[src/rtl/msht_hash.sv]
// ----------------------------------------------------------------------------
// msht_hash
// Multiply-shift bucket hash: registered low product, then add and top bits.
// ----------------------------------------------------------------------------
module msht_hash #(
   parameter int BUCKET_BITS = 6
) (
   input  logic                   clock,
   input  logic                   load,
   input  logic [31:0]            key,
   input  logic [31:0]            mult,
   input  logic [31:0]            add,
   output logic [BUCKET_BITS-1:0] bucket
);

   logic [31:0] prod_ff;
   logic [31:0] prod_in;
   logic [31:0] sum;

   // only the low word of the product matters (mod 2^32)
   assign prod_in = mult * key;

   always_ff @(posedge clock) begin
      if (load) begin
         prod_ff <= prod_in;
      end
   end

   assign sum    = prod_ff + add;
   assign bucket = sum[31 -: BUCKET_BITS];

endmodule

[config.mk]
export PLATFORM = sky130hd
export DESIGN_NAME = msht_hash
export DESIGN_NICKNAME = d
export VERILOG_FILES = /design/src/rtl/msht_hash.sv
export SDC_FILE = /design/constraint.sdc
export NUM_CORES = 1
export LEC_CHECK = 0
export BUFFER_PORTS_ARGS = -buffer_cell sky130_fd_sc_hd__buf_2
export CORE_UTILIZATION = 35
export CTS_BUF_LIST = sky130_fd_sc_hd__clkbuf_16
export CTS_CLUSTER_SIZE = 14
export DETAILED_ROUTE_END_ITERATION = 8
export SLEW_MARGIN = 20
export SYNTH_ARGS = -nofsm -noshare
export SYNTH_HDL_FRONTEND = slang
export SYNTH_SLANG_ARGS = --single-unit
[constraint.sdc]
create_clock -name clock -period 8.5 [get_ports clock]
set_clock_uncertainty 0.1 [all_clocks]
set_input_delay 0.425 -clock clock [delete_from_list [all_inputs] [get_ports clock]]
set_output_delay 0.425 -clock clock [all_outputs]
set_load 0.005 [all_outputs]
==> results.ini <==
[finish]
utilization_pct=37.9
reg_top3=prod_ff: 32 flops
fin_cells=2560
largest_reg_flops=32
fillers=5002
nets=2554
fin_area_mm2=0.0186
drive_above_1_share_pct=6.75
diodes=0
regMostFlops=prod_ff
area_growth_pct=6.74

[cts]
cts_tree=built
root_buffer=clkbuf_16
hold_buffers=0
cts_buffers=5
path_clk_slew_ns=0.06
cts.path.max_buffers=2
htreeDepth=2
post_cts_resized=0
cts_sinks=32
post_cts_buffers=0

[die]
die_height_um=225
io_pins=104
initial_core_util_pct=35.5
die-area_mm2=0.0507
die_x_um=225
core_area_mm2=0.0491
row_count=81

[critical_path]
worstSetupStartpointType=input port
crit_top_cell=fa_1
path_class=input port to flip-flop
cp_slowest_cell=fa_1
cp_num_buf_inv=7
worstPathArrival_ns=7.14
cp_data_required_time_ns=8.42
slowest_delay_ns=0.53
cp_num_cells=25
cp_top_family=adder cells
worst_setup_path_end_kind=flip-flop
critPathMaxFanout=13

[yosys]
syn_nets=2528
synth_seq_cells=32
synth_cell_types=44
synthesis.area_mm2=0.0174
synthCells=1869
syn_avg_cell_area_um2=9.32
ys.warnings.count=0
ys_seq_area_share_pct=5.52

[timing]
post-route-period-util_pct=84.8
drv_slew=0
fmax_mhz=139
period_needed_ns=7.21
rsz0062_at_grt=false
finalSetupTns_ns=0
hold_viol=0
relSlewSlack_pct=48.1
worst_pin_slew_ns=0.777
setup-violations-final=0

[detailed_routing]
dr.pass1.iters=5
finalWirelength_mm=46.9
wl_per_cell_um=18.3
viasPerCell=4.82
vias=12300
drt_iter0_drc=608
drc=0
ant_nets=0

[global_route]
antenna_found_initial=6
grt-ovfl-total=0
grt_pass1_wl_mm=75.3
grt_max_degree=33
grt_pass1_vias=13700
grtUsageTotal_pct=19.4

[place]
gp_congestion=0.890
placed_area_mm2=0.0184
placed_cells=2552
hpwl_mm=38.8
port_buffers=103

[job]
cap_violations=0

[run_status]
outcome=complete, no violations

[worst_hold_path]
hold-path-cell-count=1
hold_path.class=input port to flip-flop

==> routing by layer <==
layer	up-vias	GRT usage, %	part of all wire, %
met2	337	34.1	49
met4	8	6.03	3.1
met1	6367	25.1	42
li1	5542	-	-
met5	-	0	0.098
met3	81	1.86	5.1
==> path summary, 6_finish.rpt <==
| kind | to | start | slack, ns |
|---|---|---|---|
| hold / removal | prod_ff[8] | load | 0.66 |
| setup / recovery | prod_ff[31] | mult[7] | 1.29 |
==> through the flow <==
step,setup WS [ns],hold slack (ns)
after floorplan,1.45,0.437
after global placement,0.997,0.963
after detailed placement,0.896,0.972
after CTS,1.20,0.676
after global routing,0.990,0.713
final,1.29,0.658
==> synth_stat cells (all sizes together) <==
cell     instances  area share, %
a2111o           1          0.065
a31oi            6           0.22
a211oi           6           0.32
nor2            25           0.54
a21o            21           0.91
fa             408             47
o21a             9           0.39
nor3             6           0.17
nand2b           3           0.11
a21boi           2           0.13
or2              1          0.036
buf              6           0.21
o41ai            1           0.16
ha             153             11
nand3b           1          0.043
o21ai           15           0.47
and3             4           0.14
and4             1          0.050
nor2b            3           0.15
o2111ai          4           0.20
a221oi           2           0.14
clkbuf          81            1.7
xor2            20            1.0
o22ai            1          0.036
edfxtp          32            5.5
and2           270            9.7
a2111oi          1          0.057
a21oi           29           0.98
a311o            1          0.057
nand4            4           0.14
o211ai           1          0.043
xnor2           72            3.6
inv            397            8.6
o21bai           4           0.17
nand3            8           0.23
nand2          270            5.8
==> cell type report <==
type                    count  area, um^2  area share, %
clock inverters             3        20.0          0.108
well taps                 664         831           4.47
repair buffers            106         538           2.89
inverters                 397        1490           8.01
clock buffers               5         125          0.673
multi-input cells        1353       14600           78.7
flip-flops and latches     32         961           5.17
==> cells in the final DEF (no fill, tap or decap), drive strengths merged, types with 21 or more instances in the layout <==
cell | synthesis | layout
a21oi | 29 | 29
buf | 6 | 106
inv | 397 | 398
edfxtp | 32 | 32
xnor2 | 72 | 72
nand2 | 270 | 270
a21o | 21 | 21
ha | 153 | 153
and2 | 270 | 270
nor2 | 25 | 25
fa | 408 | 408
==> kinds of logic (layout without fill, tap and decap cells) <==
| group | Yosys count | count (layout) | share of synthesized area [%] |
|---|---|---|---|
| XOR/XNOR | 92 | 92 | 4.63 |
| AND/OR/NAND/NOR | 596 | 596 | 17.1 |
| flip-flops | 32 | 32 | 5.52 |
| buffers and inverters | 484 | 511 | 10.5 |
| adder cells (fa/ha/maj) | 561 | 561 | 57.9 |
| AO/OA/AOI/OAI | 104 | 104 | 4.34 |
Power is not shown: default switching activity piles up to over one toggle a cycle in this logic, so the estimate is an artifact.
