File: config.mk
export PLATFORM = sky130hd
export DESIGN_NAME = msht_ram
export DESIGN_NICKNAME = d
export VERILOG_FILES = /design/src/rtl/msht_ram.sv
export SDC_FILE = /design/constraint.sdc
export NUM_CORES = 1
export LEC_CHECK = 0
export BUFFER_PORTS_ARGS = -buffer_cell sky130_fd_sc_hd__buf_2
export CORE_MARGIN = 2
export CORE_UTILIZATION = 30
export CTS_CLUSTER_SIZE = 16
export DETAILED_ROUTE_END_ITERATION = 6
export HOLD_SLACK_MARGIN = 0.06
export PLACE_DENSITY = 0.52
export SKIP_LAST_GASP = 1
export SYNTH_ARGS = -nofsm -noshare
export SYNTH_HDL_FRONTEND = slang
export SYNTH_SLANG_ARGS = --single-unit
File: constraint.sdc
create_clock -name clock -period 3.8 [get_ports clock]
set_input_delay 0.76 -clock clock [delete_from_list [all_inputs] [get_ports clock]]
set_output_delay 0.76 -clock clock [all_outputs]
set_load 0.005 [all_outputs]
File: src/rtl/msht_ram.sv
// ----------------------------------------------------------------------------
// msht_ram
// Generic single-write, single-read RAM with a registered read port.
// ----------------------------------------------------------------------------
module msht_ram #(
   parameter int WIDTH = 8,
   parameter int DEPTH = 64,
   localparam int ADDR_BITS = (DEPTH > 1) ? $clog2(DEPTH) : 1
) (
   input  logic                 clock,
   input  logic                 wr_en,
   input  logic [ADDR_BITS-1:0] wr_addr,
   input  logic [WIDTH-1:0]     wr_data,
   input  logic [ADDR_BITS-1:0] rd_addr,
   output logic [WIDTH-1:0]     rd_data
);

   logic [WIDTH-1:0] mem [DEPTH];
   logic [WIDTH-1:0] rd_data_ff;

   always_ff @(posedge clock) begin
      if (wr_en) begin
         mem[wr_addr] <= wr_data;
      end
      rd_data_ff <= mem[rd_addr];
   end

   assign rd_data = rd_data_ff;

endmodule

==> run_results.csv <==
group,metric,value,unit
status,status,"finished, final reports clean",
setup_path,critPathArrivalTime,2.96,ns
drt,drt-pass1-iter-count,6,
power_and_ir_drop,comb_power_share,5.1,%
setup_path,worstSetupPathType,"in -> reg",
sta,finalCriticalPeriod,2.50,ns
place,post_dp_cell_area,0.0218,mm²
drt,route.detailed.drc,0,
drt,ant_nets,0,
synthesis,synthCells,940,
sta,worst_slew_pin_slew,1.18,ns
setup_path,r2r_cells,6,
clock_tree,cts-root-buf,"clkbuf_16",
sta,hold_viol_final,0,
cells_and_area,final_cell_mix,"edfxtp_1 (512), mux4_2 (126), buf_4 (88)",
power_and_ir_drop,p_clk_share,40.9,%
synthesis,async_flop_share,0,%
die,fp-row-count,95,
drt,routedLengthMet1,21.8,mm
power_and_ir_drop,internal-power,9.30,mW
synthesis,yosysSeqAreaShare,77.0,%
sta,setup_slack,1.30,ns
synthesis,ys.warnings.count,0,
place,post-place-ws,0.643,ns
sta,rsz0062_at_grt,"false",
setup_path,crit_path_max_fanout,42,
clock_tree,cts_hold_buf,0,
setup_path,r2r_end,"rd_data[4]",
sta,clock.fmax,0.400,GHz
drt,routed.top_layer,"met4",
die,die_x,263,µm
clock_tree,clock_latency,0.61,ns
clock_tree,htree_levels,2,
power_and_ir_drop,ir_worst_vdd,0.302,mV
place,dp.cells,1881,
sta,finalCritPeriodShare,65.8,%
global_route,grt_pass1_wl,70.7,mm
drt,via_count,9777,
sta,holdWs,0.661,ns
cells_and_area,drive_above_1_share,29.6,%
power_and_ir_drop,p_sw,2.50,mW
global_route,first_global_vias,10200,
power_and_ir_drop,p_seq_share,54.0,%
drt,finalWirelength,48.2,mm
die,ios,30,
power_and_ir_drop,p_per_area,504,mW/mm²
synthesis,avgSynthCellArea,21.5,µm²
synthesis,synth-edff-count,512,
sta,setup_viol,0,
setup_path,crit_start,"rd_addr[0]",
synthesis,synth.area.mux_share,15.9,%
synthesis,synth.distinct_cells,40,
power_and_ir_drop,netSwitchingFraction,21.2,%
setup_path,start_kind,"input pin",
drt,wl_met3,2.97,mm
global_route,antenna_found_initial,1,
synthesis,synthXorXnorAreaFrac,0,%
sta,drv_slew,0,
cells_and_area,utilization,35.0,%
clock_tree,cts_buffers,52,
cells_and_area,final_area,0.0234,mm²
drt,routedWlPerCell,24.4,µm
power_and_ir_drop,leakagePower,7.33,nW
setup_path,cp-end-kind,"flop",
synthesis,synth-simple-area-share,3.39,%
cells_and_area,layout_commonest_cell,"edfxtp_1",
global_route,grt_max_degree,65,
place,io_buffers,29,
clock_tree,ctsResizeCount,0,
setup_path,regToRegSetupSlack,1.72,ns
synthesis,synth_compound_area_share,2.07,%
clock_tree,cts_tree,"yes",
drt,first_iter_violations,883,
die,dieArea,0.0693,mm²
synthesis,synth_top_family_by_area,"multiplexers",
synthesis,ys_seq_elements,520,
cells_and_area,fillers,6266,
clock_tree,path_clk_slew,0.06,ns
cells_and_area,layout.nets,1084,
die,initial_core_util,30.2,%
clock_tree,clkSinkCount,520,
run,max-cap-violations,0,
sta,fin_skew,0.0313,ns
sta,slew_headroom,21.7,%
hold_path,worst_hold_path_type,"in -> reg",
drt,wl_met2,22.3,mm
place,hpwl,30.4,mm
cells_and_area,syn_to_final_growth,16.1,%
global_route,gr-total-overflow,0,
global_route,grtUsageTotal,14.1,%
synthesis,synth_fp_nets,962,
synthesis,yosys.area_share.adder,0,%
setup_path,crit_end,"rd_data[7]",
setup_path,critPathRequiredTime,4.26,ns
power_and_ir_drop,total_power,11.8,mW
die,die_y,263,µm
synthesis,yosys_most_used_dff,"edfxtp_1",
drt,via_per_inst,4.95,
place,place_congestion,0.799,
synthesis,syn_area,0.0202,mm²
setup_path,worstReg2RegStart,"mem[29][4]",
cells_and_area,finalNonFillerCells,1977,
die,placeableCoreArea,0.0668,mm²
clock_tree,postCtsSetupBuffers,0,
clock_tree,clockBufferDepth,3,
sta,tns,0,ns
==> layout make-up <==
type | instances | area (µm²) | area share (%)
diodes | 3 | 7.51 | 0.0321
repair buffers | 119 | 885 | 3.78
well taps | 873 | 1090 | 4.67
multi-input cells | 369 | 4320 | 18.4
clock buffers | 69 | 1410 | 6.01
clock inverters | 24 | 169 | 0.722
flip-flops and latches | 520 | 15500 | 66.4
==> cell families (layout without fill, tap and decap cells) <==
family / after synthesis / count (layout)
AO/OA/AOI/OAI: 54 / 54
buffers and inverters: 51 / 212
flip-flops: 520 / 520
multiplexers: 162 / 162
other: 0 / 3
AND/OR/NAND/NOR: 153 / 153
==> routing by layer <==
metal	global-route usage (%)	vias to the layer above
met4	4.11	0
met2	21.9	310
li1	-	4182
met5	0	-
met3	2.63	68
met1	20.1	5217
==> worst max-delay path, stage by stage <==
cell and delay [ns]:
clkbuf_8 0.45, buf_12 0.32, mux4_2 0.55, mux4_2 0.54
o21ai_0 0.19, nand2_1 0.06
==> flip-flops by register name (all words and copies together), names as in the netlist <==
name     cells
mem        512
rd_data      8
==> worst min-delay path by stage <==
stage,startpoint,endpoint,depth (start not counted)
floorplan,mem[34][0],rd_data[0],4
global placement,mem[27][6],rd_data[6],3
detailed placement,mem[30][4],rd_data[4],3
CTS,rd_addr[5],rd_data[2],3
global route,rd_addr[5],rd_data[2],3
finish,rd_addr[5],rd_data[2],3
==> synth_stat cells, types with 3 or more instances <==
cell type	n	area share [%]
nand3_1	13	0.32
a22oi_1	3	0.11
nor2b_1	14	0.43
buf_1	4	0.074
buf_2	11	0.27
o2bb2ai_1	3	0.13
a211oi_1	4	0.15
mux4_2	126	14
nand2_1	19	0.35
clkbuf_1	17	0.32
o22ai_1	8	0.25
nor3_1	7	0.17
nor2_1	83	1.5
dfxtp_1	8	0.79
mux2_2	13	0.73
a21oi_1	3	0.074
nand2b_1	7	0.22
buf_6	4	0.22
o2111ai_1	3	0.13
mux2i_1	23	1.1
nand3b_1	3	0.11
edfxtp_1	512	76
o221ai_1	8	0.35
buf_4	13	0.48
a221oi_1	6	0.26
==> power groups by stage <==
stage	Sequential, mW	Clock, mW	Combinational, mW
6_report	6.37	4.83	0.602
5_1_grt	6.37	5.17	0.650
4_1_cts	6.37	4.95	0.618
3_5_place_dp	6.49	0	0.616
3_3_place_gp	6.49	0	0.609
2_1_floorplan	6.48	0	0.338
Power figures use the tool's default switching activity.
